[src/hdl/softmax_gradient_hessian_macros.svh]
// Assertion macros used by the softmax gradient and hessian RTL.
// Included by the modules that carry concurrent assertions; no other dependencies.
`ifndef SOFTMAX_GRADIENT_HESSIAN_MACROS_SVH
`define SOFTMAX_GRADIENT_HESSIAN_MACROS_SVH
`ifndef SYNTHESIS
`define SMGH_ASSERT(lbl, clk, rst_n, prop) \
	lbl: assert property (@(posedge clk) disable iff (!(rst_n)) (prop)) \
	else $error("smgh assertion failed");
`define SMGH_NEVER(lbl, clk, rst_n, cond) \
	lbl: assert property (@(posedge clk) disable iff (!(rst_n)) !(cond)) \
	else $error("smgh forbidden condition seen");
`else
`define SMGH_ASSERT(lbl, clk, rst_n, prop)
`define SMGH_NEVER(lbl, clk, rst_n, cond)
`endif
`endif

[src/hdl/smgh_pkg.sv]
// Package of the softmax gradient and hessian block: payload types, widths, exp tables.
// Used by the top level, the front part and the back part; depends on nothing.
package smgh_pkg;

	localparam int MAX_CLASSES_DEF = 16;
	localparam int LOGIT_W = 16;
	localparam int EXP_W = 16;
	localparam int EXP_INT_STEPS = 12;
	localparam logic [1:0] ADDR_NUM_CLASSES = 2'd0;

	typedef struct packed {
		logic signed [15:0] logit;
		logic [4:0] class_label;
	} item_t;

	typedef struct packed {
		logic [3:0] class_index;
		logic signed [15:0] gradient;
		logic [14:0] hessian;
		logic last_class;
	} result_t;

	function automatic logic [16:0] exp_int(input logic [3:0] ip);
		logic [16:0] v;
		unique case (ip)
			4'd0: v = 17'd65536;
			4'd1: v = 17'd24109;
			4'd2: v = 17'd8869;
			4'd3: v = 17'd3263;
			4'd4: v = 17'd1200;
			4'd5: v = 17'd442;
			4'd6: v = 17'd162;
			4'd7: v = 17'd60;
			4'd8: v = 17'd22;
			4'd9: v = 17'd8;
			4'd10: v = 17'd3;
			4'd11: v = 17'd1;
			default: v = 17'd0;
		endcase
		return v;
	endfunction

	function automatic logic [16:0] exp_hi(input logic [3:0] h);
		logic [16:0] v;
		unique case (h)
			4'd0: v = 17'd65536;
			4'd1: v = 17'd61565;
			4'd2: v = 17'd57835;
			4'd3: v = 17'd54331;
			4'd4: v = 17'd51039;
			4'd5: v = 17'd47947;
			4'd6: v = 17'd45042;
			4'd7: v = 17'd42313;
			4'd8: v = 17'd39750;
			4'd9: v = 17'd37341;
			4'd10: v = 17'd35079;
			4'd11: v = 17'd32954;
			4'd12: v = 17'd30957;
			4'd13: v = 17'd29081;
			4'd14: v = 17'd27319;
			default: v = 17'd25664;
		endcase
		return v;
	endfunction

	function automatic logic [16:0] exp_lo(input logic [3:0] l);
		logic [16:0] v;
		unique case (l)
			4'd0: v = 17'd65536;
			4'd1: v = 17'd65280;
			4'd2: v = 17'd65026;
			4'd3: v = 17'd64772;
			4'd4: v = 17'd64520;
			4'd5: v = 17'd64268;
			4'd6: v = 17'd64018;
			4'd7: v = 17'd63768;
			4'd8: v = 17'd63520;
			4'd9: v = 17'd63272;
			4'd10: v = 17'd63025;
			4'd11: v = 17'd62780;
			4'd12: v = 17'd62535;
			4'd13: v = 17'd62291;
			4'd14: v = 17'd62048;
			default: v = 17'd61806;
		endcase
		return v;
	endfunction

endpackage

[src/hdl/softmax_gradient_hessian.sv]
// Top level of the softmax cross-entropy gradient and hessian block.
// Depends on smgh_pkg, smgh_ram, smgh_front and smgh_back.
//
// Channel   Handshake                               Payload
// item      start & !busy                           item_t (logit, class_label)
// result    result_strobe, one cycle, no hold       result_t
// config    APB write, psel&penable&pwrite&pready   num_classes at address 0
//
// The front end accepts a logit whenever start is high and busy is low; the last logit of an
// example queues a job. The back end then takes the job and runs the exp pass, the reciprocal
// and the result pass; busy is high from the last logit until the last result is strobed.
// Reset is asynchronous and leaves num_classes at 2 with no partial example.
// The receiver cannot stall; results are strobed one class at a time, in class order.
module softmax_gradient_hessian #(
	parameter int MAX_CLASSES = smgh_pkg::MAX_CLASSES_DEF
) (
	input  logic               clk,
	input  logic               arst_n,
	input  logic               start,
	output logic               busy,
	input  smgh_pkg::item_t    item,
	output logic               result_strobe,
	output smgh_pkg::result_t  result,
	input  logic               psel,
	input  logic               penable,
	input  logic               pwrite,
	input  logic [1:0]         paddr,
	input  logic [31:0]        pwdata,
	output logic [31:0]        prdata,
	output logic               pready
);
	import smgh_pkg::*;
	localparam int CW = $clog2(MAX_CLASSES + 1);
	localparam int IW = $clog2(MAX_CLASSES);

	logic [4:0] num_classes_q;
	logic [CW-1:0] n_active;
	logic cfg_wr;
	logic accept;
	logic job_valid, job_take, back_active;
	logic signed [15:0] job_max;
	logic [4:0] job_label;
	logic logit_we;
	logic [IW-1:0] logit_waddr, logit_raddr, exp_addr;
	logic [15:0] logit_wdata, logit_rdata, exp_wdata, exp_rdata;
	logic exp_we;

	assign pready = 1'b1;
	assign cfg_wr = psel && penable && pwrite && pready && (paddr == ADDR_NUM_CLASSES);
	assign prdata = {27'd0, num_classes_q};

	always_ff @(posedge clk or negedge arst_n) begin
		if (!arst_n) begin
			num_classes_q <= 5'd2;
		end else if (cfg_wr) begin
			num_classes_q <= pwdata[4:0];
		end
	end

	always_comb begin
		if (num_classes_q < 5'd2) begin
			n_active = CW'(2);
		end else if (32'(num_classes_q) > MAX_CLASSES) begin
			n_active = CW'(MAX_CLASSES);
		end else begin
			n_active = CW'(num_classes_q);
		end
	end

	assign busy = job_valid || back_active;
	assign accept = start && !busy;

	smgh_front #(.MAX_CLASSES(MAX_CLASSES)) u_front (
		.clk(clk), .arst_n(arst_n), .accept(accept), .item(item), .n_active(n_active),
		.cfg_clear(cfg_wr), .job_take(job_take), .job_valid(job_valid),
		.job_max(job_max), .job_label(job_label), .we(logit_we),
		.waddr(logit_waddr), .wdata(logit_wdata)
	);

	smgh_ram #(.WIDTH(LOGIT_W), .DEPTH(MAX_CLASSES)) u_logit_ram (
		.clk(clk), .we(logit_we), .waddr(logit_waddr), .wdata(logit_wdata),
		.raddr(logit_raddr), .rdata(logit_rdata)
	);

	smgh_ram #(.WIDTH(EXP_W), .DEPTH(MAX_CLASSES)) u_exp_ram (
		.clk(clk), .we(exp_we), .waddr(exp_addr), .wdata(exp_wdata),
		.raddr(exp_addr), .rdata(exp_rdata)
	);

	smgh_back #(.MAX_CLASSES(MAX_CLASSES)) u_back (
		.clk(clk), .arst_n(arst_n), .job_valid(job_valid), .job_max(job_max),
		.job_label(job_label), .n_active(n_active), .job_take(job_take),
		.active(back_active), .logit_raddr(logit_raddr), .logit_rdata(logit_rdata),
		.exp_we(exp_we), .exp_addr(exp_addr), .exp_wdata(exp_wdata),
		.exp_rdata(exp_rdata), .result_strobe(result_strobe), .result(result)
	);
endmodule

[src/hdl/smgh_ram.sv]
// Generic single-write, single-read RAM with a registered read port.
// Used for the logit and exp stores; no dependencies.
module smgh_ram #(
	parameter int WIDTH = 16,
	parameter int DEPTH = 16
) (
	input  logic                     clk,
	input  logic                     we,
	input  logic [$clog2(DEPTH)-1:0] waddr,
	input  logic [WIDTH-1:0]         wdata,
	input  logic [$clog2(DEPTH)-1:0] raddr,
	output logic [WIDTH-1:0]         rdata
);
	logic [WIDTH-1:0] mem_q [DEPTH];

	always_ff @(posedge clk) begin
		if (we) begin
			mem_q[waddr] <= wdata;
		end
		rdata <= mem_q[raddr];
	end
endmodule

[src/hdl/smgh_front.sv]
// Front part: accepts logits, writes the logit store, tracks the maximum, queues a job.
// Depends on smgh_pkg.
module smgh_front #(
	parameter int MAX_CLASSES = smgh_pkg::MAX_CLASSES_DEF
) (
	input  logic                               clk,
	input  logic                               arst_n,
	input  logic                               accept,
	input  smgh_pkg::item_t                    item,
	input  logic [$clog2(MAX_CLASSES+1)-1:0]   n_active,
	input  logic                               cfg_clear,
	input  logic                               job_take,
	output logic                               job_valid,
	output logic signed [15:0]                 job_max,
	output logic [4:0]                         job_label,
	output logic                               we,
	output logic [$clog2(MAX_CLASSES)-1:0]     waddr,
	output logic [15:0]                        wdata
);
	import smgh_pkg::*;
	localparam int CW = $clog2(MAX_CLASSES + 1);
	localparam int IW = $clog2(MAX_CLASSES);

	logic [CW-1:0] fill_q;
	logic signed [15:0] max_q;
	logic signed [15:0] new_max;
	logic job_valid_q;
	logic signed [15:0] job_max_q;
	logic [4:0] job_label_q;
	logic last;

	assign new_max = (item.logit > max_q) ? item.logit : max_q;
	assign last = (fill_q == n_active - CW'(1));
	assign we = accept;
	assign waddr = fill_q[IW-1:0];
	assign wdata = item.logit;

	always_ff @(posedge clk or negedge arst_n) begin
		if (!arst_n) begin
			fill_q <= '0;
			max_q <= 16'sh8000;
			job_valid_q <= 1'b0;
		end else begin
			if (job_take) begin
				job_valid_q <= 1'b0;
			end
			if (cfg_clear) begin
				fill_q <= '0;
				max_q <= 16'sh8000;
			end else if (accept) begin
				if (last) begin
					fill_q <= '0;
					max_q <= 16'sh8000;
					job_valid_q <= 1'b1;
				end else begin
					fill_q <= fill_q + CW'(1);
					max_q <= new_max;
				end
			end
		end
	end

	always_ff @(posedge clk) begin
		if (accept && last) begin
			job_max_q <= new_max;
			job_label_q <= item.class_label;
		end
	end

	assign job_valid = job_valid_q;
	assign job_max = job_max_q;
	assign job_label = job_label_q;
endmodule

[src/hdl/smgh_back.sv]
// Back part: exp pass, reciprocal by restoring division, probability and result pass.
// Depends on smgh_pkg, the macros header and two smgh_ram instances in the top level.
`include "softmax_gradient_hessian_macros.svh"
module smgh_back #(
	parameter int MAX_CLASSES = smgh_pkg::MAX_CLASSES_DEF
) (
	input  logic                             clk,
	input  logic                             arst_n,
	input  logic                             job_valid,
	input  logic signed [15:0]               job_max,
	input  logic [4:0]                       job_label,
	input  logic [$clog2(MAX_CLASSES+1)-1:0] n_active,
	output logic                             job_take,
	output logic                             active,
	output logic [$clog2(MAX_CLASSES)-1:0]   logit_raddr,
	input  logic [15:0]                      logit_rdata,
	output logic                             exp_we,
	output logic [$clog2(MAX_CLASSES)-1:0]   exp_addr,
	output logic [15:0]                      exp_wdata,
	input  logic [15:0]                      exp_rdata,
	output logic                             result_strobe,
	output smgh_pkg::result_t                result
);
	import smgh_pkg::*;
	localparam int CW = $clog2(MAX_CLASSES + 1);
	localparam int IW = $clog2(MAX_CLASSES);
	localparam int SW = 16 + $clog2(MAX_CLASSES);

	localparam logic [2:0] ST_IDLE = 3'd0;
	localparam logic [2:0] ST_ERD  = 3'd1;
	localparam logic [2:0] ST_ET   = 3'd2;
	localparam logic [2:0] ST_EE   = 3'd3;
	localparam logic [2:0] ST_DIV  = 3'd4;
	localparam logic [2:0] ST_PRD  = 3'd5;
	localparam logic [2:0] ST_PP   = 3'd6;
	localparam logic [2:0] ST_PH   = 3'd7;

	logic [2:0] state_q;
	logic [IW-1:0] k_q;
	logic [CW-1:0] n_q;
	logic signed [15:0] max_q;
	logic [4:0] label_q;
	logic [SW-1:0] sum_q;
	logic [SW:0] rem_q;
	logic [16:0] recip_q;
	logic [5:0] div_cnt_q;
	logic [16:0] t_s1;
	logic zero_s1;
	logic [3:0] lo_s1;
	logic [15:0] p_q;
	logic [31:0] hess_prod;
	logic signed [15:0] grad_val;
	logic result_strobe_q;
	result_t result_q;

	logic [16:0] diff;
	logic [15:0] d;
	logic [33:0] t_prod;
	logic [33:0] e_prod;
	logic [17:0] e_full;
	logic [15:0] e_val;
	logic [SW:0] rem_sh;
	logic rem_ge;
	logic [32:0] p_prod;
	logic [16:0] p_full;
	logic [15:0] p_sat;
	logic labelled;
	logic [15:0] a_val;
	logic last_k;

	assign diff = {max_q[15], max_q} - {logit_rdata[15], logit_rdata};
	assign d = diff[15:0];
	assign t_prod = 34'(exp_int(d[11:8])) * 34'(exp_hi(d[7:4])) + 34'd32768;
	assign e_prod = 34'(t_s1) * 34'(exp_lo(lo_s1)) + 34'd32768;
	assign e_full = e_prod[33:16];
	assign e_val = zero_s1 ? 16'd0 : ((e_full > 18'd65535) ? 16'hFFFF : e_full[15:0]);

	assign rem_sh = {rem_q[SW-1:0], (div_cnt_q == 6'd0)};
	assign rem_ge = (rem_sh >= {1'b0, sum_q});

	assign p_prod = 33'(exp_rdata) * 33'(recip_q) + 33'd65536;
	assign p_full = p_prod[32:16] >> 1;
	assign p_sat = (p_full > 17'd32768) ? 16'd32768 : p_full[15:0];

	assign labelled = (32'(label_q) == 32'(k_q) + 32'd1);
	assign a_val = labelled ? (16'd32768 - p_q) : p_q;
	assign last_k = (CW'(k_q) == n_q - CW'(1));

	assign job_take = (state_q == ST_IDLE) && job_valid;
	assign active = (state_q != ST_IDLE);
	assign logit_raddr = k_q;
	assign exp_addr = k_q;
	assign exp_we = (state_q == ST_EE);
	assign exp_wdata = e_val;

	always_ff @(posedge clk or negedge arst_n) begin
		if (!arst_n) begin
			state_q <= ST_IDLE;
			k_q <= '0;
			div_cnt_q <= '0;
			result_strobe_q <= 1'b0;
		end else begin
			result_strobe_q <= 1'b0;
			unique case (state_q)
				ST_IDLE: begin
					if (job_valid) begin
						state_q <= ST_ERD;
						k_q <= '0;
					end
				end
				ST_ERD: state_q <= ST_ET;
				ST_ET: state_q <= ST_EE;
				ST_EE: begin
					if (last_k) begin
						state_q <= ST_DIV;
						div_cnt_q <= '0;
					end else begin
						k_q <= k_q + IW'(1);
						state_q <= ST_ERD;
					end
				end
				ST_DIV: begin
					if (div_cnt_q == 6'd32) begin
						state_q <= ST_PRD;
						k_q <= '0;
					end else begin
						div_cnt_q <= div_cnt_q + 6'd1;
					end
				end
				ST_PRD: state_q <= ST_PP;
				ST_PP: state_q <= ST_PH;
				ST_PH: begin
					result_strobe_q <= 1'b1;
					if (last_k) begin
						state_q <= ST_IDLE;
					end else begin
						k_q <= k_q + IW'(1);
						state_q <= ST_PRD;
					end
				end
				default: state_q <= ST_IDLE;
			endcase
		end
	end

	always_ff @(posedge clk) begin
		if (job_take) begin
			max_q <= job_max;
			label_q <= job_label;
			n_q <= n_active;
			sum_q <= '0;
		end
		if (state_q == ST_ET) begin
			t_s1 <= t_prod[32:16];
			zero_s1 <= (d[15:8] >= 8'(EXP_INT_STEPS));
			lo_s1 <= d[3:0];
		end
		if (state_q == ST_EE) begin
			sum_q <= sum_q + SW'(e_val);
		end
		if (state_q == ST_DIV) begin
			if (div_cnt_q == 6'd0) begin
				rem_q <= ({1'b0, sum_q} <= (SW+1)'(1)) ? '0 : (SW+1)'(1);
				recip_q <= ({1'b0, sum_q} <= (SW+1)'(1)) ? 17'd1 : 17'd0;
			end else begin
				rem_q <= rem_ge ? (rem_sh - {1'b0, sum_q}) : rem_sh;
				recip_q <= {recip_q[15:0], rem_ge};
			end
		end
		if (state_q == ST_PP) begin
			p_q <= p_sat;
		end
		if (state_q == ST_PH) begin
			result_q.class_index <= 4'(k_q);
			result_q.gradient <= grad_val;
			result_q.hessian <= 15'((hess_prod + 32'd8192) >> 14);
			result_q.last_class <= last_k;
		end
	end

	assign hess_prod = 32'(a_val) * 32'(16'd32768 - a_val);
	assign grad_val = labelled ? ((a_val > 16'd32767) ? 16'sd32767 : $signed(a_val))
		: $signed(16'd0 - p_q);

	assign result_strobe = result_strobe_q;
	assign result = result_q;

	`SMGH_ASSERT(a_take_idle, clk, arst_n, job_take |=> (state_q == ST_ERD))
	`SMGH_ASSERT(a_strobe_src, clk, arst_n, result_strobe |-> ($past(state_q) == ST_PH))
	`SMGH_NEVER(a_div_range, clk, arst_n, (state_q == ST_DIV) && (div_cnt_q > 6'd32))
endmodule

[config.mk]
export PLATFORM = sky130hd
export DESIGN_NAME = softmax_gradient_hessian
export DESIGN_NICKNAME = d
export VERILOG_FILES = /design/src/hdl/smgh_pkg.sv /design/src/hdl/softmax_gradient_hessian.sv /design/src/hdl/smgh_ram.sv /design/src/hdl/smgh_front.sv /design/src/hdl/smgh_back.sv
export VERILOG_INCLUDE_DIRS = /design/src /design/src/hdl
export SDC_FILE = /design/constraint.sdc
export NUM_CORES = 2
export LEC_CHECK = 0
export BUFFER_PORTS_ARGS = -buffer_cell sky130_fd_sc_hd__buf_4
export CORE_AREA = 3 3 388 390
export DETAILED_ROUTE_END_ITERATION = 6
export DIE_AREA = 0 0 391 393
export GPL_TIMING_DRIVEN = 1
export PLACE_DENSITY_LB_ADDON = 0.08
export SKIP_CTS_REPAIR_TIMING = 1
export SLEW_MARGIN = 20
export SYNTH_ARGS = -nofsm -noshare
export SYNTH_HDL_FRONTEND = slang
export SYNTH_SLANG_ARGS = --single-unit
export TNS_END_PERCENT = 100
[constraint.sdc]
create_clock -name clk -period 9.3 [get_ports clk]
set_input_delay 0.93 -clock clk [delete_from_list [all_inputs] [get_ports clk]]
set_output_delay 0.93 -clock clk [all_outputs]
set_load 0.02 [all_outputs]
==> out/summary.md <==
The flow ran to the end, and the final reports show no timing, DRC or antenna violations. The routed design has 164000 um of wire. Routability-driven placement finished with a final weighted congestion of 0.871. Yosys mapped a number of flops with a built-in enable equal to 690. In this run the deepest clock path goes through 3 buffers. The min-delay analysis places its worst path in the category in2async. STA classifies the critical path endpoint as a flop. The floorplan step set the die width to 391 um. Element type at the critical path start: a flop.

The wire-length estimate of the detail-placed layout is 123000 um. TritonCTS created 87 clock buffers. The die covers 154000 um^2.

The layout-stage area growth over the synthesis result works out to 12.8%. The cell repeated most along the worst path was sky130_fd_sc_hd__buf_4. The residual overflow from global routing was 0; the instance area at placement was 72600 um^2.

Summing every instance area after synthesis gives 67800 um^2. The share of cells above drive strength 1 was 16.8%; the total number of vias was 42400. For this run, the slowest stage of the critical path takes 0.52 ns. The initial antenna violation count is 3.

The wire length of the first global-routing pass was 260000 um. Sorting the synthesized cells by area gives the leading types as sky130_fd_sc_hd__edfxtp_1, sky130_fd_sc_hd__fa_1, sky130_fd_sc_hd__ha_1. The most used flip-flop cell after synthesis is sky130_fd_sc_hd__edfxtp_1. Count of nets left with antenna violations after detail routing: 0. After synthesis, flip-flops and latches occupy 33.4% of the total area.

Following the worst setup path forward leads to its endpoint at u_back.t_s1[15]. The fraction of registers with async set/reset came out at 5.28%. For this run, the total global-route usage over all layers was measured as 22.0%. Clock-pin slew was measured on the worst setup and hold paths at 0.06 ns. The tree is rooted in a sky130_fd_sc_hd__clkbuf_16.

After routing the design area is 76500 um^2. TritonCTS built the clock tree. The tools report the number of global-route vias before repair as 45400. The smallest clock period supported by the final layout is computed as 8.98 ns. After floorplanning, the core was sized to cover 147000 um^2.

The startpoint identified for the worst register-to-register timing path is u_back.max_q[0]. The DRC violation count after routing is 0. Summed over its instances, the top area cell type makes up 30.6% of the synthesized netlist area. The post-route clock skew was 0.0398 ns; the number of instances in the synthesized netlist was 5880.

Once the floorplan was initialized, standard cells occupied 46.0% of the core. The total count of max-transition violations in the final report is 0. The flip-flop and latch count after synthesis is 776, and the worst-case reg-to-reg path depth is 38.

The run gives 5 as the first-pass iteration count of the detailed router. The average cell area after synthesis was 11.5 um^2; the number of endpoints with negative hold slack in the final report was 0. The reported max-cap violation count was 0.

The maximum number of pins on one net before global-route repair came out at 66. Among all stages on the critical path, the largest delay is contributed by sky130_fd_sc_hd__fa_1. The library cell occupying the most area in the post-synthesis netlist was sky130_fd_sc_hd__edfxtp_1.

Highest clock rate: 111 MHz. The transition time of the tightest slew-check pin is 1.15 ns. The required time of the worst setup path was 9.71 ns; the number of violations reported at the end of detailed-routing iteration 0 was 2189. Setup repair after global routing could not meet its margin everywhere. In this run the tool buffered the top-level ports with 76 buffer cells. In the final routed layout, each cell accounts on average for 20.0 um. The run gives 0.70 ns as the clock latency reported for the late side of the worst-skew pair.

The worst setup path startpoint was u_back.max_q[0]. The clock tree synthesis step divided the H-tree into 3 levels. The worst path arrival time was 9.39 ns; the number of nets in the layout was 7683.

The endpoint of the most critical register-to-register path was u_back.t_s1[15]. The worst setup path is of the reg2reg kind. The count of endpoints failing setup in the final report came out at 0. The worst register-to-register path has a setup slack of 0.32 ns.

The number of ports placed on the die boundary came out at 132. The peak fanout along the critical path works out to 11. In the routed layout, each cell is associated on average with a via count of 5.16. Counting every sink on the clock net gives 776.

The final critical path takes up 96.5% of the cycle. Measured against its own limit, the worst slew margin works out to 23.0%. The floorplan has 141 rows. The Yosys step of the flow raised 0 warnings.

The height of the die is 393 um, and the number of distinct library cells after synthesis is 95.
## layout by cell type, fill, tap and decap left out, types with 12 or more instances in the layout
cell / synthesis / layout
sky130_fd_sc_hd__buf_4: 30 / 446
sky130_fd_sc_hd__nor2_1: 400 / 375
sky130_fd_sc_hd__nand2_1: 460 / 455
sky130_fd_sc_hd__o21ai_0: 67 / 58
sky130_fd_sc_hd__a21oi_1: 112 / 101
sky130_fd_sc_hd__edfxtp_1: 690 / 690
sky130_fd_sc_hd__fa_1: 844 / 835
sky130_fd_sc_hd__dfrtp_1: 39 / 35
sky130_fd_sc_hd__nor2b_1: 24 / 23
sky130_fd_sc_hd__mux2_2: 23 / 23
sky130_fd_sc_hd__and2_1: 258 / 252
sky130_fd_sc_hd__clkbuf_16: 0 / 87
sky130_fd_sc_hd__and3_1: 19 / 15
sky130_fd_sc_hd__clkbuf_1: 180 / 21
sky130_fd_sc_hd__o31ai_1: 21 / 21
sky130_fd_sc_hd__inv_1: 1107 / 1099
sky130_fd_sc_hd__nor2_2: 1 / 24
sky130_fd_sc_hd__nand2b_1: 118 / 113
sky130_fd_sc_hd__mux4_2: 160 / 160
sky130_fd_sc_hd__a22o_1: 15 / 15
sky130_fd_sc_hd__o21a_1: 24 / 22
sky130_fd_sc_hd__xor2_1: 74 / 68
sky130_fd_sc_hd__nand4_1: 22 / 22
sky130_fd_sc_hd__xnor2_1: 102 / 102
sky130_fd_sc_hd__dfxtp_1: 45 / 37
sky130_fd_sc_hd__a211oi_1: 15 / 12
sky130_fd_sc_hd__ha_1: 570 / 551
sky130_fd_sc_hd__nand3_1: 61 / 58
sky130_fd_sc_hd__nor3_1: 52 / 42
sky130_fd_sc_hd__clkinv_2: 0 / 19
sky130_fd_sc_hd__conb_1: 2 / 29
sky130_fd_sc_hd__or2_2: 86 / 82
sky130_fd_sc_hd__a21o_1: 45 / 45
## worst max-delay path: cells and delay by family, from the launching register on
kind	cells	cell delay, ns
adder cells (fa/ha/maj)	9	3.53
AND/OR/NAND/NOR	2	0.20
XOR/XNOR	2	0.33
buffers and inverters	12	1.42
AO/OA/AOI/OAI	13	2.86
flip-flops	1	0.36
## per-stage QoR
step                      hold WS [ns]  TNS [ns]  setup WS [ns]  utilization (%)  std cells
after floorplan                  0.400         0         0.0593                -       5907
after global placement           0.402    -0.144        -0.0353             49.2       8008
after detailed placement         0.405    -0.758         -0.169             49.2       8009
after CTS                        0.203     -1.28         -0.202             51.1       8171
after global routing             0.241    -0.363         -0.100             51.9       8211
final                            0.219         0          0.325             51.9       8212
## cell usage after synthesis, types with 5 or more instances
library cell	number
sky130_fd_sc_hd__inv_1	1107
sky130_fd_sc_hd__fa_1	844
sky130_fd_sc_hd__edfxtp_1	690
sky130_fd_sc_hd__ha_1	570
sky130_fd_sc_hd__nand2_1	460
sky130_fd_sc_hd__nor2_1	400
sky130_fd_sc_hd__and2_1	258
sky130_fd_sc_hd__clkbuf_1	180
sky130_fd_sc_hd__mux4_2	160
sky130_fd_sc_hd__nand2b_1	118
sky130_fd_sc_hd__a21oi_1	112
sky130_fd_sc_hd__xnor2_1	102
sky130_fd_sc_hd__or2_2	86
sky130_fd_sc_hd__xor2_1	74
sky130_fd_sc_hd__o21ai_0	67
sky130_fd_sc_hd__nand3_1	61
sky130_fd_sc_hd__nor3_1	52
sky130_fd_sc_hd__a21o_1	45
sky130_fd_sc_hd__dfxtp_1	45
sky130_fd_sc_hd__dfrtp_1	39
sky130_fd_sc_hd__buf_4	30
sky130_fd_sc_hd__nor2b_1	24
sky130_fd_sc_hd__o21a_1	24
sky130_fd_sc_hd__buf_1	23
sky130_fd_sc_hd__mux2_2	23
sky130_fd_sc_hd__nand4_1	22
sky130_fd_sc_hd__o31ai_1	21
sky130_fd_sc_hd__and3_1	19
sky130_fd_sc_hd__a211oi_1	15
sky130_fd_sc_hd__a22o_1	15
sky130_fd_sc_hd__buf_2	12
sky130_fd_sc_hd__nor4_1	10
sky130_fd_sc_hd__a31oi_1	9
sky130_fd_sc_hd__mux2i_1	9
sky130_fd_sc_hd__or3_1	9
sky130_fd_sc_hd__o21bai_1	8
sky130_fd_sc_hd__a21boi_0	7
sky130_fd_sc_hd__a31o_2	7
sky130_fd_sc_hd__and4_1	7
sky130_fd_sc_hd__o211ai_1	6
sky130_fd_sc_hd__a211o_1	5
sky130_fd_sc_hd__nor3b_1	5
sky130_fd_sc_hd__o21ai_1	5
## cells by family (layout without fill, tap and decap cells)
family / Yosys count / after routing / synth area share [%]
and+or+nand+nor: 1544 / 1544 / 10.9
adders and majority gates: 1414 / 1414 / 35.5
buffers and inverters: 1358 / 1732 / 7.73
DFF: 776 / 776 / 33.4
AOI/OAI and AO/OA: 416 / 416 / 4.29
muxes: 193 / 193 / 5.85
xor gates and xnor gates: 177 / 177 / 2.30
other: 2 / 30 / 0.0111
## how the worst min path moves through the flow
stage	cells after the start	endpoint	start
floorplan	0	u_back.label_q[0]	u_front.job_label[0]
global placement	0	u_back.max_q[10]	u_front.job_max[10]
detailed placement	0	u_back.max_q[0]	u_front.job_max[0]
CTS	1	u_back.result_strobe	arst_n
global route	1	num_classes_q[0]	arst_n
finish	1	u_back.result_strobe	arst_n
## layer usage
metal | track usage, % | share of wire, %
met5 | 0 | 0.013
met4 | 4.90 | 2.3
met3 | 2.50 | 3.4
met2 | 38.3 | 50
met1 | 29.7 | 44
## final cells by class
cell class	count	area, um^2
clock buffer	111	2300
timing repair buffer	460	3560
inverter	1110	4170
clock inverter	51	577
multi-input combinational	3773	40800
sequential	776	22700
tap	1930	2410
fill	13200	71000
antenna	1	2.50
## registers in the layout, indices dropped and copies added, names as in the netlist, 5 cells and up, named ones only
name	count
u_back.label_q	5
u_logit_ram.rdata	16
u_logit_ram.mem_q	256
u_back.result	36
u_exp_ram.mem_q	256
u_front.max_q	16
u_back.recip_q	17
u_back.max_q	16
num_classes_q	5
u_exp_ram.rdata	16
u_front.fill_q	5
u_back.n_q	5
u_front.job_max	16
u_front.job_label	5
u_back.div_cnt_q	6
u_back.t_s1	17
u_back.sum_q	20
u_back.p_q	16
u_back.rem_q	20
Power is not shown: default switching activity piles up to over one toggle a cycle in this logic, so the estimate is an artifact.
